File: config.mk
export PLATFORM = sky130hd
export DESIGN_NAME = split_range_pi_temperature_controller
export DESIGN_NICKNAME = d
export VERILOG_FILES = /design/src/sv/srpi_pkg.sv /design/src/sv/split_range_pi_temperature_controller.sv
export SDC_FILE = /design/constraint.sdc
export NUM_CORES = 2
export LEC_CHECK = 0
export BUFFER_PORTS_ARGS = -buffer_cell sky130_fd_sc_hd__buf_2
export CAP_MARGIN = 10
export CELL_PAD_IN_SITES_DETAIL_PLACEMENT = 0
export CELL_PAD_IN_SITES_GLOBAL_PLACEMENT = 2
export CORE_ASPECT_RATIO = 0.7
export CORE_MARGIN = 4
export CORE_UTILIZATION = 40
export DETAILED_ROUTE_END_ITERATION = 6
export GPL_TIMING_DRIVEN = 0
export PLACE_DENSITY_LB_ADDON = 0.1
export SLEW_MARGIN = 15
export SYNTH_ARGS = -nofsm -noshare
export SYNTH_HDL_FRONTEND = slang
export SYNTH_SLANG_ARGS = --single-unit
File: constraint.sdc
create_clock -name clk -period 15.8 [get_ports clk]
set_clock_uncertainty 0.15 [all_clocks]
set_input_delay 3.95 -clock clk [delete_from_list [all_inputs] [get_ports clk]]
set_output_delay 3.95 -clock clk [all_outputs]
set_load 0.01 [all_outputs]
File: src/sv/srpi_pkg.sv
// Package for the split-range PI temperature controller: word types, register codes, constants.
`timescale 1ns / 1ps
`default_nettype none
package srpi_pkg;

	localparam int unsigned CFG_IDX_W = 3;

	// Register indexes of the configuration port
	localparam logic [CFG_IDX_W-1:0] REG_HEATER_GAIN_NOW   = 3'd0;
	localparam logic [CFG_IDX_W-1:0] REG_HEATER_GAIN_PRIOR = 3'd1;
	localparam logic [CFG_IDX_W-1:0] REG_FAN_GAIN_NOW      = 3'd2;
	localparam logic [CFG_IDX_W-1:0] REG_FAN_GAIN_PRIOR    = 3'd3;
	localparam logic [CFG_IDX_W-1:0] REG_SPLIT_THRESHOLD   = 3'd4;
	localparam logic [CFG_IDX_W-1:0] REG_HEATER_PERIOD     = 3'd5;
	localparam logic [CFG_IDX_W-1:0] REG_FAN_PERIOD        = 3'd6;

	// Register reset values
	localparam logic signed [31:0] RST_HEATER_GAIN_NOW   = 32'sd114568253;
	localparam logic signed [31:0] RST_HEATER_GAIN_PRIOR = -32'sd114567780;
	localparam logic signed [31:0] RST_FAN_GAIN_NOW      = 32'sd29527900;
	localparam logic signed [31:0] RST_FAN_GAIN_PRIOR    = -32'sd29522577;
	localparam logic signed [15:0] RST_SPLIT_THRESHOLD   = 16'sd77;
	localparam logic [31:0]        RST_HEATER_PERIOD     = 32'd50000;
	localparam logic [31:0]        RST_FAN_PERIOD        = 32'd10000000;

	// Duty limits in Q.32: 0.01 and 0.99 (rounded up so the percent reads 99)
	localparam logic [31:0] DUTY_LO = 32'd42949673;
	localparam logic [31:0] DUTY_HI = 32'd4252017624;

	// Saturation limits of the 48-bit accumulators
	localparam logic signed [47:0] ACC_MAX = {1'b0, {47{1'b1}}};
	localparam logic signed [47:0] ACC_MIN = {1'b1, {47{1'b0}}};

	// Scale for whole percents
	localparam logic [32:0] PCT_SCALE = 33'd100;

	typedef struct packed {
		logic signed [15:0] reference_temp;
		logic signed [15:0] measured_temp;
	} in_t;

	typedef struct packed {
		logic [31:0] heater_match;
		logic [31:0] fan_match;
		logic [6:0]  heater_percent;
		logic [6:0]  fan_percent;
		logic        cooling_mode;
	} out_t;

	// Clamp a Q.32 accumulator to the duty window
	function automatic logic [31:0] clamp_duty(input logic signed [47:0] acc);
		logic [31:0] r;
		if (acc < $signed({16'd0, DUTY_LO})) begin
			r = DUTY_LO;
		end else if (acc > $signed({16'd0, DUTY_HI})) begin
			r = DUTY_HI;
		end else begin
			r = acc[31:0];
		end
		return r;
	endfunction

endpackage
`default_nettype wire

File: src/sv/split_range_pi_temperature_controller.sv
// Split-range PI temperature controller: each input word carries a reference and a measured
// temperature (signed Q7.8); the error (reference minus measured) picks heater or fan control
// against split_threshold, the chosen 48-bit accumulator takes an incremental PI step, the other
// side is forced to 1 % duty, and both duties, clamped to 1..99 %, come out as timer match values
// and whole percents with a cooling flag. All multiplication runs through a single registered
// 33x33 signed multiplier under a small sequencer that uses it six times per sample (two gain
// products, two duty-times-period products, two duty-times-100 products). An input word is
// taken only while the sequencer is idle; its result word is handed to the output register at
// the done step, and the next input word can be taken once the sequencer is back in idle. The
// finished result sits in its own output register, so a new sample starts while the previous
// result waits; the last step stalls only when that register is still full. Configuration
// words are always accepted and must be written only while the block is idle.
`timescale 1ns / 1ps
`default_nettype none
module split_range_pi_temperature_controller
	import srpi_pkg::*;
(
	input  wire logic                 clk,
	input  wire logic                 arst_n,
	input  wire logic                 in_valid,
	output logic                      in_ready,
	input  wire in_t                  in_data,
	output logic                      out_valid,
	input  wire logic                 out_ready,
	output out_t                      out_data,
	input  wire logic                 cfg_valid,
	output logic                      cfg_ready,
	input  wire logic [CFG_IDX_W-1:0] cfg_index,
	input  wire logic [31:0]          cfg_data
);

	// Sequencer steps
	localparam logic [3:0] ST_IDLE      = 4'd0;
	localparam logic [3:0] ST_ERR       = 4'd1;  // form error, pick side
	localparam logic [3:0] ST_MUL_NOW   = 4'd2;  // gain_now * current error
	localparam logic [3:0] ST_MUL_PRIOR = 4'd3;  // gain_prior * previous error
	localparam logic [3:0] ST_ACC       = 4'd4;  // sum, shift, saturate into accumulator
	localparam logic [3:0] ST_CLAMP     = 4'd5;  // clamp both duties
	localparam logic [3:0] ST_MUL_HM    = 4'd6;  // heater duty * heater period
	localparam logic [3:0] ST_MUL_FM    = 4'd7;  // fan duty * fan period
	localparam logic [3:0] ST_MUL_HP    = 4'd8;  // heater duty * 100
	localparam logic [3:0] ST_MUL_FP    = 4'd9;  // fan duty * 100
	localparam logic [3:0] ST_DONE      = 4'd10; // hand result to output register

	logic [3:0] state_q;

	// Configuration registers
	logic signed [31:0] heater_gain_now_q;
	logic signed [31:0] heater_gain_prior_q;
	logic signed [31:0] fan_gain_now_q;
	logic signed [31:0] fan_gain_prior_q;
	logic signed [15:0] split_threshold_q;
	logic [31:0]        heater_period_q;
	logic [31:0]        fan_period_q;

	// Controller state
	logic signed [16:0] last_error_q;
	logic signed [47:0] heater_acc_q;
	logic signed [47:0] fan_acc_q;

	// Per-sample working registers
	in_t                sample_q;
	logic signed [16:0] err_q;
	logic               cool_q;
	logic signed [63:0] prod_q;
	logic signed [48:0] psum_q;
	logic [31:0]        hd_q;
	logic [31:0]        fd_q;
	out_t               res_q;

	// Output register
	logic out_valid_q;
	out_t out_q;

	logic in_fire;
	logic done_adv;

	// Shared multiplier
	logic signed [32:0] mul_a;
	logic signed [32:0] mul_b;
	logic signed [65:0] mul_p;

	// Error path
	logic signed [16:0] err_d;
	logic signed [16:0] e_now;
	logic signed [16:0] e_prev;

	// Accumulate path
	logic signed [49:0] pi_sum;
	logic signed [45:0] pi_inc;
	logic signed [47:0] acc_sel;
	logic signed [48:0] acc_new;
	logic signed [47:0] acc_sat;

	assign in_ready  = (state_q == ST_IDLE);
	assign in_fire   = in_valid && in_ready;
	assign done_adv  = (state_q == ST_DONE) && (!out_valid_q || out_ready);
	assign out_valid = out_valid_q;
	assign out_data  = out_q;
	assign cfg_ready = 1'b1;

	assign err_d = {sample_q.reference_temp[15], sample_q.reference_temp}
		- {sample_q.measured_temp[15], sample_q.measured_temp};

	// Cooling runs the PI step on the negated error; the error never reaches -2^16
	assign e_now  = cool_q ? -err_q : err_q;
	assign e_prev = cool_q ? -last_error_q : last_error_q;

	// Operand select for the shared multiplier
	always_comb begin
		mul_a = '0;
		mul_b = '0;
		case (state_q)
			ST_MUL_NOW: begin
				mul_a = cool_q ? {fan_gain_now_q[31], fan_gain_now_q}
					: {heater_gain_now_q[31], heater_gain_now_q};
				mul_b = {{16{e_now[16]}}, e_now};
			end
			ST_MUL_PRIOR: begin
				mul_a = cool_q ? {fan_gain_prior_q[31], fan_gain_prior_q}
					: {heater_gain_prior_q[31], heater_gain_prior_q};
				mul_b = {{16{e_prev[16]}}, e_prev};
			end
			ST_MUL_HM: begin
				mul_a = {1'b0, hd_q};
				mul_b = {1'b0, heater_period_q};
			end
			ST_MUL_FM: begin
				mul_a = {1'b0, fd_q};
				mul_b = {1'b0, fan_period_q};
			end
			ST_MUL_HP: begin
				mul_a = {1'b0, hd_q};
				mul_b = PCT_SCALE;
			end
			ST_MUL_FP: begin
				mul_a = {1'b0, fd_q};
				mul_b = PCT_SCALE;
			end
			default: begin
				mul_a = '0;
				mul_b = '0;
			end
		endcase
	end

	assign mul_p = mul_a * mul_b;

	// Sum the two Q.36 products exactly, drop four bits toward minus infinity, then
	// add into the selected accumulator with saturation at 48 bits
	assign pi_sum  = {psum_q[48], psum_q} + {prod_q[48], prod_q[48:0]};
	assign pi_inc  = pi_sum[49:4];
	assign acc_sel = cool_q ? fan_acc_q : heater_acc_q;
	assign acc_new = {acc_sel[47], acc_sel} + {{3{pi_inc[45]}}, pi_inc};
	assign acc_sat = (acc_new[48] != acc_new[47]) ? (acc_new[48] ? ACC_MIN : ACC_MAX)
		: acc_new[47:0];

	// Control state: sequencer, configuration, previous error, accumulators, output valid
	always_ff @(posedge clk or negedge arst_n) begin
		if (!arst_n) begin
			state_q             <= ST_IDLE;
			out_valid_q         <= 1'b0;
			heater_gain_now_q   <= RST_HEATER_GAIN_NOW;
			heater_gain_prior_q <= RST_HEATER_GAIN_PRIOR;
			fan_gain_now_q      <= RST_FAN_GAIN_NOW;
			fan_gain_prior_q    <= RST_FAN_GAIN_PRIOR;
			split_threshold_q   <= RST_SPLIT_THRESHOLD;
			heater_period_q     <= RST_HEATER_PERIOD;
			fan_period_q        <= RST_FAN_PERIOD;
			last_error_q        <= '0;
			heater_acc_q        <= '0;
			fan_acc_q           <= '0;
		end else begin
			if (cfg_valid) begin
				case (cfg_index)
					REG_HEATER_GAIN_NOW:   heater_gain_now_q   <= cfg_data;
					REG_HEATER_GAIN_PRIOR: heater_gain_prior_q <= cfg_data;
					REG_FAN_GAIN_NOW:      fan_gain_now_q      <= cfg_data;
					REG_FAN_GAIN_PRIOR:    fan_gain_prior_q    <= cfg_data;
					REG_SPLIT_THRESHOLD:   split_threshold_q   <= cfg_data[15:0];
					REG_HEATER_PERIOD:     heater_period_q     <= cfg_data;
					REG_FAN_PERIOD:        fan_period_q        <= cfg_data;
					default: begin
						// drop writes to unknown indexes
					end
				endcase
			end

			// raise valid when a new word lands, drop it once taken
			if (done_adv) begin
				out_valid_q <= 1'b1;
			end else if (out_ready) begin
				out_valid_q <= 1'b0;
			end

			case (state_q)
				ST_IDLE: begin
					if (in_fire) begin
						state_q <= ST_ERR;
					end
				end
				ST_ERR:       state_q <= ST_MUL_NOW;
				ST_MUL_NOW:   state_q <= ST_MUL_PRIOR;
				ST_MUL_PRIOR: state_q <= ST_ACC;
				ST_ACC: begin
					// forced side goes to 1 % duty
					if (cool_q) begin
						heater_acc_q <= $signed({16'd0, DUTY_LO});
						fan_acc_q    <= acc_sat;
					end else begin
						heater_acc_q <= acc_sat;
						fan_acc_q    <= $signed({16'd0, DUTY_LO});
					end
					last_error_q <= err_q;
					state_q      <= ST_CLAMP;
				end
				ST_CLAMP:  state_q <= ST_MUL_HM;
				ST_MUL_HM: state_q <= ST_MUL_FM;
				ST_MUL_FM: state_q <= ST_MUL_HP;
				ST_MUL_HP: state_q <= ST_MUL_FP;
				ST_MUL_FP: state_q <= ST_DONE;
				ST_DONE: begin
					// hold here while the previous word still waits
					if (done_adv) begin
						state_q <= ST_IDLE;
					end
				end
				default: state_q <= ST_IDLE;
			endcase
		end
	end

	// Datapath registers, no reset needed
	always_ff @(posedge clk) begin
		if (in_fire) begin
			sample_q <= in_data;
		end
		prod_q <= mul_p[63:0];
		case (state_q)
			ST_ERR: begin
				err_q  <= err_d;
				cool_q <= (err_d <= $signed({split_threshold_q[15], split_threshold_q}));
			end
			ST_MUL_PRIOR: psum_q <= prod_q[48:0];
			ST_CLAMP: begin
				hd_q <= clamp_duty(heater_acc_q);
				fd_q <= clamp_duty(fan_acc_q);
				res_q.cooling_mode <= cool_q;
			end
			// product never exceeds the period, so the match cannot wrap
			ST_MUL_FM: res_q.heater_match <= heater_period_q - prod_q[63:32];
			ST_MUL_HP: res_q.fan_match <= fan_period_q - prod_q[63:32];
			// take the fan percent straight off the multiplier so the result is whole
			ST_MUL_FP: {res_q.heater_percent, res_q.fan_percent} <= {prod_q[38:32], mul_p[38:32]};
			ST_DONE: begin
				if (done_adv) begin
					out_q <= res_q;
				end
			end
			default: begin
				// nothing to capture
			end
		endcase
	end

endmodule
`default_nettype wire

Yosys cells after proc, flatten, opt, wreduce, memory -nomap -nowiden
Cells that the tools add are included.
{"block": "totals", "elab_cells": 103, "ff_bits": 711, "output_inout_bits": 82, "input_bits": 72}
{"block": "op_classes", "magnitude_cmp": 5, "n_eq_ne": 19, "n_reduce_logical": 21, "mux": 18, "addsub": 7, "mul": 1}
{"cell": "$mux 48", "count": 5}
{"cell": "$pmux 33 s5", "count": 1}
{"cell": "$pmux 33 s4", "count": 1}
{"cell": "$gt 48x33->1 const B", "count": 2}
{"cell": "$lt 48x27->1 const B", "count": 2}
{"cell": "$mux 33", "count": 2}
{"cell": "$mul 33x33->64", "count": 1}
{"cell": "$mux 32", "count": 2}
{"cell": "$sub 32x32->32", "count": 2}
{"cell": "$add 49x49->50", "count": 1}
{"cell": "$add 48x46->49", "count": 1}
{"cell": "$pmux 4 s11", "count": 1}
{"cell": "$mux 17", "count": 2}
{"cell": "$neg 17->17", "count": 2}
{"cell": "$reduce_and 2->1", "count": 9}
{"cell": "$le 17x16->1", "count": 1}
{"cell": "$sub 16x16->17", "count": 1}
{"cell": "$eq 4x3->1 const B", "count": 4}
{"cell": "$eq 4x4->1 const B", "count": 3}
{"cell": "$reduce_or 2->1", "count": 5}
{"cell": "$eq 3x3->1 const B", "count": 3}
{"cell": "$eq 4x2->1 const B", "count": 2}
{"cell": "$mux 4", "count": 2}
{"cell": "$eq 3x2->1 const B", "count": 2}
{"cell": "other kinds (12)", "count": 14}

Depth between registers and ports, before layout
{"block": "depth", "ltp_word": 5, "ltp_mapped": 39, "mapped_depth_nobuf": 36}

Least setup slack after synthesis
Ideal clock, no wire load.
{"block": "synth_path", "path_kind": "reg2reg", "start": "reg state_q[2]", "end": "reg prod_q[56]", "slack_ns": 4.407, "setup_time_ns": 0.079, "path_buffers": 6, "path_stages_with_launch": 36, "synth_period_minus_slack_ns": 11.393, "arrival_ns": 11.164, "t_required_ns": 15.571, "path_cell_list": "dfrtp_1 > nand2b_1 > clkbuf_1 > nor3_1 > or2_2 > clkbuf_1 > clkbuf_1 > a221o_1 > clkbuf_1 > clkbuf_1 > nand2_1 > fa_1 > inv_1 > fa_1 > inv_1 > fa_1 > inv_1 > fa_1 > fa_1 > fa_1 > fa_1 > inv_1 > fa_1 > inv_1 > ha_1 > clkbuf_1 > a21o_1 > a21o_1 > a21oi_1 > o31ai_1 > a221oi_1 > o21ai_1 > a221o_1 > o21ai_2 > or4b_1 > o211ai_1"}
{"block": "synth_between", "elab_chain_cells": 4, "word_cells_on_any_way": 12, "cone_classes": "mul: 1; eq/ne: 6; mux: 2; reduce/logical: 3"}
{"element": "start: declaration", "line": "split_range_pi_temperature_controller.sv:45", "text": "logic [3:0] state_q;"}
{"element": "start signal: assignment", "line": "split_range_pi_temperature_controller.sv:161", "text": "state_q <= ST_IDLE;"}
{"element": "start signal: assignment", "line": "split_range_pi_temperature_controller.sv:199", "text": "state_q <= ST_ERR;"}
{"element": "start signal: assignment", "line": "split_range_pi_temperature_controller.sv:202", "text": "ST_ERR: state_q <= ST_MUL_NOW;"}
{"element": "$eq 4x4->1 / $eq 4x3->1 (equally long branches)", "line": "split_range_pi_temperature_controller.sv:113", "text": "case (state_q)"}
{"element": "$reduce_or 2->1 (no source line)"}
{"element": "$pmux 33 s5 / $pmux 33 s4 (equally long branches)", "line": "split_range_pi_temperature_controller.sv:113"}
{"element": "$mul 33x33->64 *", "line": "split_range_pi_temperature_controller.sv:147", "text": "assign mul_p = mul_a * mul_b;"}
{"element": "net mul_p[56]", "line": "split_range_pi_temperature_controller.sv:81", "text": "logic signed [65:0] mul_p;"}
{"element": "end signal: assignment", "line": "split_range_pi_temperature_controller.sv:238", "text": "prod_q <= mul_p[63:0];"}
{"element": "end: declaration", "line": "split_range_pi_temperature_controller.sv:65", "text": "logic signed [63:0] prod_q;"}
The timed path passes the listed nets; every way through them passes the cells marked *.
A chain may end at the register's enable or synchronous reset.

Worst setup path after layout
{"block": "layout_path", "start": "reg cool_q", "end": "reg prod_q[60]"}
{"block": "layout_between", "elab_chain_cells": 3, "word_cells_on_any_way": 7, "cone_classes": "mul: 1; mux: 6"}
{"element": "start: declaration", "line": "split_range_pi_temperature_controller.sv:64", "text": "logic cool_q;"}
{"element": "start signal: assignment", "line": "split_range_pi_temperature_controller.sv:242", "text": "cool_q <= (err_d <= $signed({split_threshold_q[15], split_threshold_q}));"}
{"element": "$mux 17, or another cell as far along", "line": "split_range_pi_temperature_controller.sv:107", "text": "assign e_prev = cool_q ? -last_error_q : last_error_q;"}
{"element": "$pmux 33 s5 / $pmux 33 s4 (equally long branches)", "line": "split_range_pi_temperature_controller.sv:113"}
{"element": "$mul 33x33->64 *", "line": "split_range_pi_temperature_controller.sv:147"}
{"element": "net mul_p[60]", "line": "split_range_pi_temperature_controller.sv:81"}
Marks and branches as above.

==> metrics <==
worst min-delay path class=flop to flop; Tmin final=approximately 14000 ps; cell count after synthesis=between 7000 and 8000; setup repair after global routing missed its margin=false; post-CTS setup buffers=0; critical path's slowest cell=sky130_fd_sc_hd__clkbuf_1; overall via count from detail_route=between 50000 and 60000; number of search-and-repair iterations in the first detailed-routing pass=5; final max-slew violation count=0; Syn Nets=8918; final worst hold slack=around 260 ps; Critical Setup Path Class=flop to flop; GR Overflow Total=0; total clock sinks=between 700 and 800; number of instances resized during post-cts repair=0; CTS tree=yes; final hold viol count=0; commonest register cell after synthesis=sky130_fd_sc_hd__edfxtp_1; buffer and inverter count on the worst path=10; input/output buffers=150; clock-pin transition on the worst setup and hold timing paths=60 ps; placed cell count=around 10000; detailed placement HPWL=between 200000 and 250000 um; Post-synth EDFFs=321; die width=~520 um; non-filler cells in the finished layout=between 10000 and 15000; post-detailed-route DRC marker count=0; Global Route Usage Sum=30.6%; number of CTS-inserted buffers=between 70 and 80; number of distinct library cells after synthesis=85; RePlAce Congestion=around 0.98; number of buffers inserted by hold repair at cts=0; DRC marker count from the first detailed-route iteration=between 5000 and 6000; proportion of register bits with asynchronous set or reset after synthesis=a little under half; remaining antenna violation count=0; layout cell share with drive strength beyond 1=a little over a tenth; critical path data arrival time=about 14000 ps; peak per-stage delay on the critical path=between 900 and 1000 ps; Top-Level Pins=~150; Seq/Total Area, Yosys=roughly a quarter; #FFs+latches synth=~700; depth of the CTS H-tree=3; relative slew slack=between 10% and 20%; Die H=approximately 370 um; startpoint kind of the worst setup timing path=flop; maximum capacitance violations=0; adder and majority cell fraction of the synthesized area=a little under two fifths; worst-margin pin slew=1300 ps; synth warn=0; number of global-route vias before repair=between 50000 and 60000; cell family with the largest share of critical-path delay=adder cells; kind of end point of the critical path=flop; clock insertion delay at the later pin of the skew report=between 600 and 700 ps; Die Footprint=roughly 190000 um2; status=finished clean; worst-path maximum fanout=10; worst endpoint required time=around 16000 ps; combinational family with the most area after synthesis=adder cells; Mapped Area=73600 um2; via density per instance=~5.5; first-pass GRT wire length=roughly 420000 um; CP dominant cell by count=sky130_fd_sc_hd__fa_1; setup violators final=0; std cell rows=approximately 130; post-synthesis share of cell area spent on xor and xnor gates=2.82%; number of filler instances in the final layout=between 15000 and 20000; Core Box Area=183000 um2; buffers from clock root to sink, at most=3; Initial Util=between 40% and 50%; antenna violations before repair=21; layout-stage area growth over the synthesis result=10.4%; part of the cycle the worst path needs=approximately 87%; Total Routed Length=slightly below 300000 um; fin nets=slightly above 9000; Synth Area in Simple Gates=~11%; peak clock frequency supported by timing=72.9 MHz; post-synthesis area per instance=~10 um2; fraction of synthesized area in multiplexers=4.67%; wire length per cell=~29 um; pin count of the biggest net entering global routing=106; compound-cell area share of the yosys netlist=under 10%; Clk Tree Root Cell=sky130_fd_sc_hd__clkbuf_16
## final timing paths
kind | cells after the start | endpoint | slack (ps) | start
worst max-delay path | 33 | prod_q[60]$_DFF_P_ | 2090 | cool_q$_DFFE_PN_
worst min-delay path | 0 | out_data[8]$_DFFE_PP_ | 260 | res_q[8]$_DFFE_PN_
worst max register to register | 33 | prod_q[60]$_DFF_P_ | 2090 | cool_q$_DFFE_PN_
worst min register to register | 0 | out_data[8]$_DFFE_PP_ | 260 | res_q[8]$_DFFE_PN_
max in group asynchronous | 3 | heater_gain_prior_q[23]$_DFFE_PN0P_ | 11210 | arst_n
min in group asynchronous | 1 | split_threshold_q[8]$_DFFE_PN0P_ | 2950 | arst_n
## cells in the final DEF, fill, tap and decap left out, drive strengths merged, types with 33 or more instances in the layout
cell	n
inv	1274
fa	1129
nand2	965
nor2	563
ha	406
clkbuf	341
edfxtp	321
buf	293
mux2	244
dfrtp	241
a21oi	207
o21ai	184
xnor2	153
a21o	116
dfstp	85
xor2	84
o21a	76
mux2i	69
nand3	66
dfxtp	64
a221o	55
nor3	55
a221oi	55
o22ai	44
and3	42
nand2b	40
nand4	38
and2	33
## sequential cells by signal, indices dropped and copies added (netlist names), 32 cells and up
name	count
out_data	79
res_q	79
prod_q	64
psum_q	49
fan_acc_q	48
heater_acc_q	48
fan_gain_now_q	32
fan_gain_prior_q	32
fan_period_q	32
fd_q	32
hd_q	32
heater_gain_now_q	32
heater_gain_prior_q	32
heater_period_q	32
sample_q	32
## Yosys cell counts (64+ instances only)
cell | number | share of area [%]
sky130_fd_sc_hd__inv_1 | 1269 | 6.5
sky130_fd_sc_hd__fa_1 | 1129 | 31
sky130_fd_sc_hd__nand2_1 | 965 | 4.9
sky130_fd_sc_hd__nor2_1 | 563 | 2.9
sky130_fd_sc_hd__ha_1 | 406 | 6.9
sky130_fd_sc_hd__edfxtp_1 | 321 | 13
sky130_fd_sc_hd__clkbuf_1 | 248 | 1.3
sky130_fd_sc_hd__mux2_2 | 244 | 3.7
sky130_fd_sc_hd__dfrtp_1 | 241 | 8.2
sky130_fd_sc_hd__a21oi_1 | 206 | 1.4
sky130_fd_sc_hd__o21ai_0 | 172 | 1.2
sky130_fd_sc_hd__xnor2_1 | 153 | 1.8
sky130_fd_sc_hd__a21o_1 | 116 | 1.2
sky130_fd_sc_hd__dfstp_2 | 85 | 3.0
sky130_fd_sc_hd__xor2_1 | 84 | 1.0
sky130_fd_sc_hd__o21a_1 | 76 | 0.78
sky130_fd_sc_hd__mux2i_1 | 69 | 0.94
sky130_fd_sc_hd__nand3_1 | 66 | 0.45
sky130_fd_sc_hd__dfxtp_1 | 64 | 1.7
## through the flow
stage	TNS (ps)	utilization [%]	worst slack (ps)	instance area [um2]
global route	0	44.5	1810	81200
finish	0	44.5	2090	81300
global placement	-35850	42.4	-1710	77400
detailed placement	0	43.1	2130	78600
floorplan	0	-	4410	73600
CTS	0	44.5	2130	81200
## layer usage
layer  wire, um  vias to the layer above  GRT usage (%)
met3      26700                      344           6.82
met2     115000                     2356           41.5
met5        110                        -              0
met1     142000                    29300           48.8
met4       8570                       16           7.30
li1           -                    24200              -
## area by class of cell
type / instances / area [um2] / area share (%)
timing repair buffer: 219 / 1590 / 1.95
multi-input combinational: 5007 / 48800 / 60.0
inverter: 1271 / 4770 / 5.87
clock inverter: 43 / 572 / 0.704
tap: 2460 / 3080 / 3.79
clock buffer: 93 / 1980 / 2.44
buffer: 322 / 1300 / 1.60
antenna: 13 / 32.5 / 0.0400
sequential: 711 / 19200 / 23.6
## worst reg2reg max path: cells and delay by family, from the launching register on
| family | cells | cell delay, ps |
|---|---|---|
| DFF | 1 | 340 |
| muxes | 1 | 210 |
| AOI/OAI and AO/OA | 9 | 4360 |
| adders and majority gates | 9 | 4450 |
| and+or+nand+nor | 4 | 660 |
| buffers and inverters | 10 | 3430 |
## kinds of logic (layout without fill, tap and decap cells)
| family | Yosys count | after routing |
|---|---|---|
| AO/OA/AOI/OAI | 998 | 998 |
| XOR/XNOR | 237 | 237 |
| adder cells (fa/ha/maj) | 1535 | 1535 |
| buffers and inverters | 1593 | 1948 |
| flip-flops | 711 | 711 |
| multiplexers | 313 | 313 |
| other | 1 | 14 |
| AND/OR/NAND/NOR | 1923 | 1923 |
Power is left out: the tool's default activity adds up to more than one toggle a clock period on the data nets, which glitch-free logic cannot reach.
